--- src/sv/rgb_led_blink_controller_defines.svh ---
// ----------------------------------------------------------------------------
// RGB LED blink controller assertion macros
// Shared concurrent assertion forms, clocked on i_clk and disabled in reset.
// ----------------------------------------------------------------------------
`ifndef RGB_LED_BLINK_CONTROLLER_DEFINES_SVH
`define RGB_LED_BLINK_CONTROLLER_DEFINES_SVH

// Property that must hold in the same cycle as its antecedent.
`define RGBL_ASSERT(lbl, ante, cons, msg) \
    lbl: assert property (@(posedge i_clk) disable iff (!i_rst_n) (ante) |-> (cons)) \
        else $error(msg);

// Property whose consequence is checked in the cycle after its antecedent.
`define RGBL_ASSERT_NEXT(lbl, ante, cons, msg) \
    lbl: assert property (@(posedge i_clk) disable iff (!i_rst_n) (ante) |=> (cons)) \
        else $error(msg);

`endif

--- src/sv/rgbl_pkg.sv ---
// ----------------------------------------------------------------------------
// RGB LED blink controller package
// Field widths, request codes, register indexes and the result record.
// ----------------------------------------------------------------------------
`default_nettype none

package rgbl_pkg;

    localparam int LED_COLOR_W = 24;
    localparam int REQ_W       = 3;
    localparam int CFG_DATA_W  = 16;
    localparam int CFG_ADDR_W  = 1;

    localparam logic [CFG_ADDR_W-1:0] REG_BLINK_ON_TIME = 1'b0;
    localparam logic [CFG_ADDR_W-1:0] REG_CONT_PERIOD   = 1'b1;

    localparam logic [CFG_DATA_W-1:0] ON_TIME_RESET = 16'd100;
    localparam logic [CFG_DATA_W-1:0] PERIOD_RESET  = 16'd200;

    typedef enum logic [REQ_W-1:0] {
        REQ_TICK        = 3'd0,
        REQ_SET_COLOR   = 3'd1,
        REQ_SET_SOLID   = 3'd2,
        REQ_BLINK_ONCE  = 3'd3,
        REQ_BLINK_TWICE = 3'd4,
        REQ_BLINK_CONT  = 3'd5,
        REQ_CLEAR       = 3'd6
    } t_req;

    typedef struct packed {
        logic [LED_COLOR_W-1:0] led_color;
        logic                   led_written;
    } t_result;

endpackage

`default_nettype wire

--- src/sv/rgbl_skid.sv ---
// ----------------------------------------------------------------------------
// RGB LED blink controller output buffer
// Two-entry output register with a skid stage so the upstream stall is a
// registered signal and a new transaction can enter while a result waits.
// ----------------------------------------------------------------------------
`default_nettype none
`include "rgb_led_blink_controller_defines.svh"

module rgbl_skid #(
    parameter int WIDTH = 25
) (
    input  wire logic             i_clk,
    input  wire logic             i_rst_n,
    input  wire logic             i_valid,
    output logic                  o_stall,
    input  wire logic [WIDTH-1:0] i_data,
    output logic                  o_valid,
    input  wire logic             i_stall,
    output logic [WIDTH-1:0]      o_data
);

    logic             r_out_valid;
    logic             r_skid_valid;
    logic [WIDTH-1:0] r_out_data;
    logic [WIDTH-1:0] r_skid_data;
    logic             w_in_acc;
    logic             w_out_take;

    assign w_in_acc   = i_valid && !r_skid_valid;
    assign w_out_take = r_out_valid && !i_stall;

    always_ff @(posedge i_clk) begin
        if (!i_rst_n) begin
            r_out_valid  <= 1'b0;
            r_skid_valid <= 1'b0;
        end else begin
            if (w_in_acc) begin
                if (!r_out_valid || w_out_take) begin
                    r_out_valid <= 1'b1;
                    r_out_data  <= i_data;
                end else begin
                    r_skid_valid <= 1'b1;
                    r_skid_data  <= i_data;
                end
            end else if (w_out_take) begin
                if (r_skid_valid) begin
                    r_out_data   <= r_skid_data;
                    r_skid_valid <= 1'b0;
                end else begin
                    r_out_valid <= 1'b0;
                end
            end
        end
    end

    assign o_stall = r_skid_valid;
    assign o_valid = r_out_valid;
    assign o_data  = r_out_data;

    `RGBL_ASSERT(a_skid_behind_out, r_skid_valid, r_out_valid, "skid entry without output entry")
    `RGBL_ASSERT_NEXT(a_stalled_accept_skids, w_in_acc && r_out_valid && i_stall, r_skid_valid, "stalled transaction not held in skid stage")
    `RGBL_ASSERT_NEXT(a_skid_drains_first, r_skid_valid && w_out_take, r_out_data == $past(r_skid_data) && r_out_valid, "skid entry lost on drain")

endmodule

`default_nettype wire

--- src/sv/rgbl_core.sv ---
// ----------------------------------------------------------------------------
// RGB LED blink controller core
// Configuration registers, blink state and the one-pass next-state logic.
// ----------------------------------------------------------------------------
`default_nettype none
`include "rgb_led_blink_controller_defines.svh"

module rgbl_core
    import rgbl_pkg::*;
#(
    parameter int COLOR_BITS = 24,
    parameter int TIMER_BITS = 16
) (
    input  wire logic                  i_clk,
    input  wire logic                  i_rst_n,
    input  wire logic                  i_cfg_wr_en,
    input  wire logic [CFG_ADDR_W-1:0] i_cfg_addr,
    input  wire logic [CFG_DATA_W-1:0] i_cfg_data,
    input  wire logic                  i_accept,
    input  wire logic [REQ_W-1:0]      i_req_type,
    input  wire logic [LED_COLOR_W-1:0] i_color,
    output t_result                    o_result
);

    // Bits above the LED field can never be set, so they are not stored.
    localparam int CW    = (COLOR_BITS < LED_COLOR_W) ? COLOR_BITS : LED_COLOR_W;
    localparam int CMP_W = (TIMER_BITS > CFG_DATA_W) ? TIMER_BITS : CFG_DATA_W;

    typedef enum logic [1:0] {
        MODE_SOLID = 2'd0,
        MODE_ONCE  = 2'd1,
        MODE_TWICE = 2'd2,
        MODE_CONT  = 2'd3
    } t_mode;

    logic [CFG_DATA_W-1:0] r_on_time;
    logic [CFG_DATA_W-1:0] r_period;
    t_mode                 r_mode,     n_mode;
    logic                  r_phase_on, n_phase_on;
    logic [CW-1:0]         r_blink,    n_blink;
    logic [CW-1:0]         r_steady,   n_steady;
    logic [CW-1:0]         r_shown,    n_shown;
    logic [TIMER_BITS-1:0] r_elapsed,  n_elapsed;
    logic                  n_written;

    logic [TIMER_BITS-1:0] w_elapsed_inc;
    logic                  w_on_done;
    logic                  w_period_done;
    logic [CW-1:0]         w_color;

    assign w_color       = i_color[CW-1:0];
    assign w_elapsed_inc = (&r_elapsed) ? r_elapsed : r_elapsed + 1'b1;
    assign w_on_done     = CMP_W'(w_elapsed_inc) >= CMP_W'(r_on_time);
    assign w_period_done = CMP_W'(w_elapsed_inc) >= CMP_W'(r_period);

    always_comb begin
        n_mode     = r_mode;
        n_phase_on = r_phase_on;
        n_blink    = r_blink;
        n_steady   = r_steady;
        n_shown    = r_shown;
        n_elapsed  = r_elapsed;
        n_written  = 1'b0;
        case (i_req_type)
            REQ_TICK: begin
                n_elapsed = w_elapsed_inc;
                if (w_on_done) begin
                    unique case (r_mode)
                        MODE_SOLID: begin
                            n_written = 1'b0;
                        end
                        MODE_CONT: begin
                            if (w_period_done) begin
                                n_phase_on = !r_phase_on;
                                n_elapsed  = '0;
                                n_shown    = r_phase_on ? '0 : r_blink;
                                n_written  = 1'b1;
                            end
                        end
                        MODE_TWICE: begin
                            // Off gap first, then the second flash runs as a single blink.
                            if (r_phase_on) begin
                                n_phase_on = 1'b0;
                                n_shown    = '0;
                            end else begin
                                n_phase_on = 1'b1;
                                n_mode     = MODE_ONCE;
                                n_shown    = r_blink;
                            end
                            n_elapsed = '0;
                            n_written = 1'b1;
                        end
                        MODE_ONCE: begin
                            n_phase_on = 1'b0;
                            n_elapsed  = '0;
                            n_blink    = '0;
                            n_mode     = MODE_SOLID;
                            n_shown    = r_steady;
                            n_written  = 1'b1;
                        end
                    endcase
                end
            end
            REQ_SET_COLOR: begin
                n_steady = w_color;
                if (r_mode == MODE_SOLID) begin
                    n_shown   = w_color;
                    n_written = 1'b1;
                end
            end
            REQ_SET_SOLID: begin
                n_mode    = MODE_SOLID;
                n_steady  = w_color;
                n_shown   = w_color;
                n_written = 1'b1;
            end
            REQ_BLINK_ONCE: begin
                n_mode     = MODE_ONCE;
                n_blink    = w_color;
                n_elapsed  = '0;
                n_phase_on = 1'b1;
                n_shown    = w_color;
                n_written  = 1'b1;
            end
            REQ_BLINK_TWICE: begin
                n_mode     = MODE_TWICE;
                n_blink    = w_color;
                n_elapsed  = '0;
                n_phase_on = 1'b1;
                n_shown    = w_color;
                n_written  = 1'b1;
            end
            REQ_BLINK_CONT: begin
                n_mode     = MODE_CONT;
                n_blink    = w_color;
                n_elapsed  = '0;
                n_phase_on = 1'b1;
                n_shown    = w_color;
                n_written  = 1'b1;
            end
            REQ_CLEAR: begin
                n_mode     = MODE_SOLID;
                n_phase_on = 1'b0;
                n_blink    = '0;
                n_elapsed  = '0;
                n_steady   = '0;
                n_shown    = '0;
                n_written  = 1'b1;
            end
            default: begin
                n_written = 1'b0;
            end
        endcase
    end

    always_ff @(posedge i_clk) begin
        if (!i_rst_n) begin
            r_on_time  <= ON_TIME_RESET;
            r_period   <= PERIOD_RESET;
            r_mode     <= MODE_SOLID;
            r_phase_on <= 1'b0;
            r_blink    <= '0;
            r_steady   <= '0;
            r_shown    <= '0;
            r_elapsed  <= '0;
        end else begin
            if (i_cfg_wr_en) begin
                unique case (i_cfg_addr)
                    REG_BLINK_ON_TIME: r_on_time <= i_cfg_data;
                    REG_CONT_PERIOD:   r_period  <= i_cfg_data;
                    default: begin
                        r_on_time <= r_on_time;
                    end
                endcase
            end
            if (i_accept) begin
                r_mode     <= n_mode;
                r_phase_on <= n_phase_on;
                r_blink    <= n_blink;
                r_steady   <= n_steady;
                r_shown    <= n_shown;
                r_elapsed  <= n_elapsed;
            end
        end
    end

    assign o_result.led_color   = LED_COLOR_W'(n_shown);
    assign o_result.led_written = n_written;

    `RGBL_ASSERT(a_once_is_on, r_mode == MODE_ONCE, r_phase_on, "single blink in off phase")
    `RGBL_ASSERT_NEXT(a_blink_restarts_timer, i_accept && (i_req_type == REQ_BLINK_ONCE || i_req_type == REQ_BLINK_TWICE || i_req_type == REQ_BLINK_CONT), r_elapsed == '0 && r_phase_on, "blink start did not restart timer")
    `RGBL_ASSERT_NEXT(a_clear_to_black, i_accept && i_req_type == REQ_CLEAR, r_shown == '0 && r_steady == '0 && r_mode == MODE_SOLID, "clear left color or mode behind")

endmodule

`default_nettype wire

--- src/sv/rgb_led_blink_controller.sv ---
// A result is registered into the output buffer when its transaction is accepted.
// Throughput: one transaction per cycle while o_stall is low; the next-state logic is a single pass.
// A two-entry output buffer keeps input acceptance going while one result waits.
// o_stall rises only when both output entries are full.
// Reset (synchronous, active low) returns to solid black, timer 0, on-time 100,
// period 200; no clearing pass is needed.
`default_nettype none

// ----------------------------------------------------------------------------
// RGB LED blink controller
// Solid, single, double and continuous blink control of one RGB LED color.
// ----------------------------------------------------------------------------
module rgb_led_blink_controller
    import rgbl_pkg::*;
#(
    parameter int COLOR_BITS = 24,
    parameter int TIMER_BITS = 16
) (
    input  wire logic                   i_clk,
    input  wire logic                   i_rst_n,
    input  wire logic                   i_cfg_wr_en,
    input  wire logic [CFG_ADDR_W-1:0]  i_cfg_addr,
    input  wire logic [CFG_DATA_W-1:0]  i_cfg_data,
    input  wire logic                   i_valid,
    output logic                        o_stall,
    input  wire logic [REQ_W-1:0]       i_req_type,
    input  wire logic [LED_COLOR_W-1:0] i_color,
    output logic                        o_valid,
    input  wire logic                   i_stall,
    output logic [LED_COLOR_W-1:0]      o_led_color,
    output logic                        o_led_written
);

    t_result w_res_in;
    t_result w_res_out;
    logic    w_in_acc;

    assign w_in_acc = i_valid && !o_stall;

    rgbl_core #(
        .COLOR_BITS(COLOR_BITS),
        .TIMER_BITS(TIMER_BITS)
    ) u_core (
        .i_clk      (i_clk),
        .i_rst_n    (i_rst_n),
        .i_cfg_wr_en(i_cfg_wr_en),
        .i_cfg_addr (i_cfg_addr),
        .i_cfg_data (i_cfg_data),
        .i_accept   (w_in_acc),
        .i_req_type (i_req_type),
        .i_color    (i_color),
        .o_result   (w_res_in)
    );

    rgbl_skid #(
        .WIDTH($bits(t_result))
    ) u_skid (
        .i_clk  (i_clk),
        .i_rst_n(i_rst_n),
        .i_valid(i_valid),
        .o_stall(o_stall),
        .i_data (w_res_in),
        .o_valid(o_valid),
        .i_stall(i_stall),
        .o_data (w_res_out)
    );

    assign o_led_color   = w_res_out.led_color;
    assign o_led_written = w_res_out.led_written;

endmodule

`default_nettype wire

--- config.mk ---
export PLATFORM = sky130hd
export DESIGN_NAME = rgb_led_blink_controller
export DESIGN_NICKNAME = d
export VERILOG_FILES = /design/src/sv/rgbl_pkg.sv /design/src/sv/rgbl_skid.sv /design/src/sv/rgbl_core.sv /design/src/sv/rgb_led_blink_controller.sv
export VERILOG_INCLUDE_DIRS = /design/src /design/src/sv
export SDC_FILE = /design/constraint.sdc
export NUM_CORES = 1
export LEC_CHECK = 0
export BUFFER_PORTS_ARGS = -buffer_cell sky130_fd_sc_hd__buf_2
export CORE_MARGIN = 4
export CORE_UTILIZATION = 50
export DETAILED_ROUTE_END_ITERATION = 7
export PLACE_DENSITY = 0.69
export SETUP_SLACK_MARGIN = 0.5
export SYNTH_ARGS = -nofsm -noshare
export SYNTH_HDL_FRONTEND = slang
export SYNTH_HIERARCHICAL = 1
export SYNTH_SLANG_ARGS = --single-unit
--- constraint.sdc ---
create_clock -name i_clk -period 5.78 [get_ports i_clk]
set_clock_uncertainty 0.1 [all_clocks]
set_input_delay 0.289 -clock i_clk [delete_from_list [all_inputs] [get_ports i_clk]]
set_output_delay 0.289 -clock i_clk [all_outputs]
set_load 0.01 [all_outputs]
## Yosys cells after proc, flatten, opt, wreduce, memory -nomap -nowiden

Cells that the tools add are included.
W data, S select, Z words.

| storage, ports and cells | value |
|---|---|
| bits in registers | 175 |
| bits in latches | 0 |
| memory bits (writable) | 0 |
| memory bits (read-only) | 0 |
| input port bits | 49 |
| output and inout port bits | 27 |
| word-level logic and storage cells | 109 |
| memories | 0 |

| operators by class | value |
|---|---|
| add/subtract/negate cells | 1 |
| multipliers | 0 |
| div/mod/pow operators | 0 |
| order comparisons | 2 |
| eq/ne operators | 18 |
| shift operators | 0 |
| multiplexer cells | 40 |
| bitwise operators | 2 |
| reduce and logical (&&, ||, !) cells | 34 |

Operator list:

| operator | count |
|---|---|
| $mux W24 | 6 |
| $pmux W24 S3 | 2 |
| $mux W25 | 4 |
| $pmux W24 S4 | 1 |
| $pmux W16 S2 | 2 |
| $mux W16 | 3 |
| $pmux W24 S2 | 1 |
| $ge A16 B16 Y1 | 2 |
| $add A16 B1 Y16 const B | 1 |
| $reduce_and A16 Y1 | 1 |
| $mux W1 | 13 |
| $pmux W1 S3 | 4 |
| $pmux W2 S5 | 1 |
| $reduce_and A2 Y1 | 5 |
| $reduce_and A5 Y1 | 2 |
| $eq A3 B3 Y1 const B | 3 |
| $reduce_and A4 Y1 | 2 |
| $reduce_bool A2 Y1 | 4 |
| $reduce_or A4 Y1 | 2 |
| $eq A3 B2 Y1 const B | 2 |
| $ne A2 B2 Y1 const B | 3 |
| $ne A3 B3 Y1 const B | 2 |
| $reduce_and A3 Y1 | 2 |
| $reduce_or A2 Y1 | 3 |
| other kinds (18) | 26 |

## Depth between registers and ports, before layout

| depth | value |
|---|---|
| depth in word-level cells | 9 |
| gate-level depth with buffers | 16 |

## Modules after synthesis

The synthesis kept the hierarchy.

By module, submodules not included:

| module | instances | cells an instance | area each (um2) | sequential area each (um2) |
|---|---|---|---|---|
| rgbl_core | 1 | 896 | 6,930.4 | 2,462.4 |
| rgbl_skid | 1 | 91 | 2,009.4 | 1,541.5 |
| rgb_led_blink_controller | 1 | 1 | 13.8 | 0.0 |

## Worst setup path before layout

No wires, ideal clock.

| timing path | value |
|---|---|
| path type | register to register |
| from | register u_core.r_elapsed[3] |
| to | register u_skid.r_out_data[13] (netlist: u_skid/o_data[13]) (data pin) |
| library setup time | 260 ps |
| data arrival time | 3,760 ps |
| data required time | 5,420 ps |
| setup slack | 1,660 ps |
| cell stages (with the launch flop) | 17 |
| clock period less this slack | 4,120 ps |
| path through | dfxtp_1 and3_1 nand4_2 nor4_4 nor2_2 and3_1 xor2_1 ha_1 a21oi_1 o21ai_1 a211oi_2 a211o_1 clkbuf_1 clkbuf_1 a2bb2oi_1 o2bb2ai_1 mux2_4 |

RTL lines:

| what | line | source |
|---|---|---|
| from (decl) | rgbl_core.sv:43 | `logic [TIMER_BITS-1:0] r_elapsed, n_elapsed;` |
| from (signal assigned) | rgbl_core.sv:182 | `r_elapsed <= n_elapsed;` |
| to (signal assigned) | rgbl_skid.sv:40 | `r_out_data <= i_data;` |
| to (signal assigned) | rgbl_skid.sv:47 | `r_out_data <= r_skid_data;` |
| to (decl) | rgbl_skid.sv:24 | `logic [WIDTH-1:0] r_out_data;` |

==> Flow_metrics.wiki <==
{| class="wikitable"
! Metric !! Value
|-
| Setup repair after global routing missed its margin || false
|-
| Number of levels in the clock H-tree || 4
|-
| Aggregate negative setup slack || 0 ps
|-
| Share of post-route cells with drive strength above 1 || 0.161
|-
| Growth of design area from synthesis to finish || 13.4%
|-
| Measured slew at the worst slew-check pin || 1210 ps
|-
| Post-synth EDFFs || 50
|-
| Number of antenna-violating nets in the routed design || 0
|-
| Worst EP arrival || 4960 ps
|-
| Cell Area, Synth || 0.00895 mm²
|-
| Number of buffers created by CTS || 17
|-
| Count of port buffers added during placement || 75
|-
| Number of antenna violations at the first check in global routing || 0
|-
| Achievable frequency || 205 MHz
|-
| Synthesized net count || 1077
|-
| Met1 routed wirelength after detailed routing || 10900 µm
|-
| TritonCTS clock tree || done
|-
| Row count || 48
|-
| Primary FF master, synth || dfxtp_1
|-
| Number of cells in the finished layout apart from fillers || 1275
|-
| Normalized max-slew margin || 0.190
|-
| Final Cycle Share || 0.843
|-
| Clock transition at the registers of the reported paths || 70 ps
|-
| Minimum setup slack after placement || 1030 ps
|-
| Antenna diode instance count || 0
|-
| Result of the run || finished, final reports clean
|-
| Hold WC Path Type || in -> reg
|-
| Final count of negative-setup-slack endpoints || 0
|-
| Critical path data required time || 5860 ps
|-
| Die X-Extent || 142 µm
|-
| Number of gates resized after cts || 0
|-
| Cells after synthesis || 988
|-
| Fraction of post-synthesis cell area in the top cell type by area || 0.279
|-
| Net count of the finished layout || 1126
|-
| Worst setup EP type || flop
|-
| Cell type of the slowest stage on the worst timing path || a211o_1
|-
| Hold_buf cts || 11
|-
| Share of flip-flops with an asynchronous set or reset after synthesis || 0
|-
| CTS sink count || 175
|-
| Hold Violations, Final || 0
|-
| DRC errors left || 0
|-
| Top post-synthesis cells by area || dfxtp_1 28%, edfxtp_1 17%, nand2_1 7.2%
|-
| Clock latency on the worst-skew pair || 430 ps
|-
| Highest ir drop seen on vdd || 0.230 mV
|-
| Postcts setup bufs || 0
|-
| Highest layer used for signal routing || met4
|-
| Seq/Total Area, Yosys || 0.447
|-
| Min cycle time layout || 4870 ps
|-
| Cell area power density || 289 mW/mm²
|-
| Met3 WL post-DR || 2560 µm
|-
| Number of distinct library cells after synthesis || 63
|-
| Count of state elements after synthesis || 175
|-
| Total power consumption of the routed design || 2.94 mW
|-
| Delay of the slowest cell on the worst path || 720 ps
|-
| Via count of the first global-routing pass || 7081
|-
| Post-DR wirelength/cell || 18.6 µm
|-
| Max-slew violation count || 0
|-
| Total of warnings raised by yosys || 6
|-
| Top library cells by usage in the layout, fill and taps aside || 172 x nand2_1, 125 x dfxtp_1, 94 x a21oi_1, 75 x buf_2, 56 x nand3_1
|-
| Buffer depth of the longest clock path || 2
|-
| Pin count of the biggest net entering global routing || 86
|-
| Global routing usage summed across all routing layers || 0.237
|-
| HPWL reported at the end of detailed placement || 15800 µm
|-
| Core box area || 0.0174 mm²
|-
| First-pass iteration count of the detailed router || 5
|-
| Detailed router's first-iteration violation count || 952
|-
| Area of the die || 0.0201 mm²
|-
| Type of the worst setup path || reg -> reg
|-
| Final Worst Setup Slack || 906 ps
|-
| Final Wtd Congestion || 0.928
|-
| Leakage power summed over all cells || 3.74 nW
|-
| Number of top-level pins || 76
|-
| Master cell of the clock root buffer || clkbuf_16
|-
| Global-route wire length before repair || 38000 µm
|-
| Via count of the routed design || 7682
|-
| Post-synthesis average cell area || 9.06 µm²
|-
| Starting density of the core || 0.514
|-
| Leading area contributor after synthesis || dfxtp_1
|-
| Post-route core utilization || 0.583
|-
| Via-to-Cell Ratio || 6.03
|-
| Total wire length || 23700 µm
|-
| Die Y-Extent || 142 µm
|-
| Critical path, cell by cell || and3_1, nand4_2, nor4_4, nor2_2, and3_1, xor2_1, ha_1, a21oi_1, o21ai_1, a211oi_2, a211o_1, buf_4, a21o_1, a41oi_1, mux2_4
|-
| Critical path startpoint category || flop
|-
| Count of maximum capacitance violations || 0
|-
| Detailed-routed wire length on met2 || 9960 µm
|-
| Critical Path Most Common Cell || and3_1
|-
| Largest fanout on the critical path || 19
|-
| Overall overflow remaining after global route || 0
|-
| Placed Instances || 1232
|-
| Leading cell type in the layout, fill and taps excluded || nand2_1
|}
-- sequential cells by signal, indices dropped and copies added (netlist names), 2 cells and up --
register,cells
u_core/r_on_time,16
u_skid/o_data,25
u_core/r_mode,2
u_core/r_steady,24
u_skid/r_skid_data,25
u_core/r_elapsed,16
u_core/r_shown,24
u_core/r_blink,24
u_core/r_period,16
-- synthesized netlist by cell type (all sizes together) (2+ instances only) --
| cell | number |
|---|---|
| o21a | 2 |
| o2bb2ai | 12 |
| a32oi | 6 |
| clkbuf | 56 |
| nand4 | 40 |
| nor4 | 3 |
| a2bb2oi | 12 |
| and2 | 13 |
| nand2b | 6 |
| dfxtp | 125 |
| buf | 13 |
| xor2 | 5 |
| nor2b | 4 |
| a31oi | 12 |
| a21oi | 97 |
| nand3 | 56 |
| xnor2 | 6 |
| o21ai | 32 |
| a41oi | 36 |
| nand2 | 172 |
| or2 | 2 |
| a22o | 6 |
| mux2 | 28 |
| nor3 | 10 |
| mux2i | 2 |
| ha | 40 |
| nor2 | 38 |
| inv | 46 |
| and3 | 7 |
| a21o | 12 |
| o211ai | 22 |
| a211oi | 4 |
| edfxtp | 50 |
| o2111ai | 2 |
| o21bai | 2 |
-- metrics by stage --
| step | hold WS (ps) | cell area [µm²] |
|---|---|---|
| after global placement | 334 | 9410 |
| after floorplan | 325 | 8950 |
| after CTS | 2.75 | 10100 |
| after detailed placement | 340 | 9410 |
| after global routing | 9.37 | 10100 |
| final | 13.7 | 10100 |
-- critical path, delay by kind of cell, from the launching register on --
family,cells,cell delay (ps)
multiplexers,1,330
flip-flops,1,430
adder cells (fa/ha/maj),1,310
AO/OA/AOI/OAI,6,1580
XOR/XNOR,1,250
buffers and inverters,1,290
AND/OR/NAND/NOR,5,1330
-- cell type report --
| class | instances | area [µm²] |
|---|---|---|
| Inverter | 46 | 173 |
| Fill cell | 1551 | 7270 |
| Clock buffer | 17 | 425 |
| Timing Repair Buffer | 99 | 583 |
| Tap cell | 225 | 282 |
| Clock inverter | 15 | 201 |
| Sequential cell | 175 | 4000 |
| Multi-Input combinational cell | 698 | 4480 |
-- layer usage --
layer | vias to the layer above | track usage
met3 | 28 | 0.0822
met2 | 305 | 0.326
li1 | 3711 | -
met4 | 0 | 0.0697
met5 | - | 0
met1 | 3638 | 0.350
-- cell families after synthesis --
kind of cell / Yosys count / share of synthesized area
XOR/XNOR: 11 / 0.0108
buffers and inverters: 115 / 0.0544
AND/OR/NAND/NOR: 354 / 0.184
flip-flops: 175 / 0.447
multiplexers: 30 / 0.0450
AO/OA/AOI/OAI: 263 / 0.202
adder cells (fa/ha/maj): 40 / 0.0559
-- path summary, 6_finish.rpt --
path | startpoint | endpoint | slack (ps) | cells after the start
setup / recovery | u_core/r_elapsed[3]$_SDFFE_PN0P_ | u_skid/o_data[15]$_DFFE_PP_ | 910 | 15
hold / removal | i_cfg_data[11] | u_core/r_period[11]$_SDFFE_PN0P_ | 10 | 3
setup reg to reg | u_core/r_elapsed[3]$_SDFFE_PN0P_ | u_skid/o_data[15]$_DFFE_PP_ | 910 | 15
hold reg to reg | u_core/r_steady[13]$_SDFFE_PN0P_ | u_core/r_steady[13]$_SDFFE_PN0P_ | 350 | 2
-- where the power goes --
part           switching (mW)  internal (mW)  leakage [nW]
registers              0.0265           1.32          1.48
clock network           0.524          0.696         0.305
logic                   0.240          0.127          1.95
total                   0.791           2.15          3.74
(Power assumes the default switching activity.)
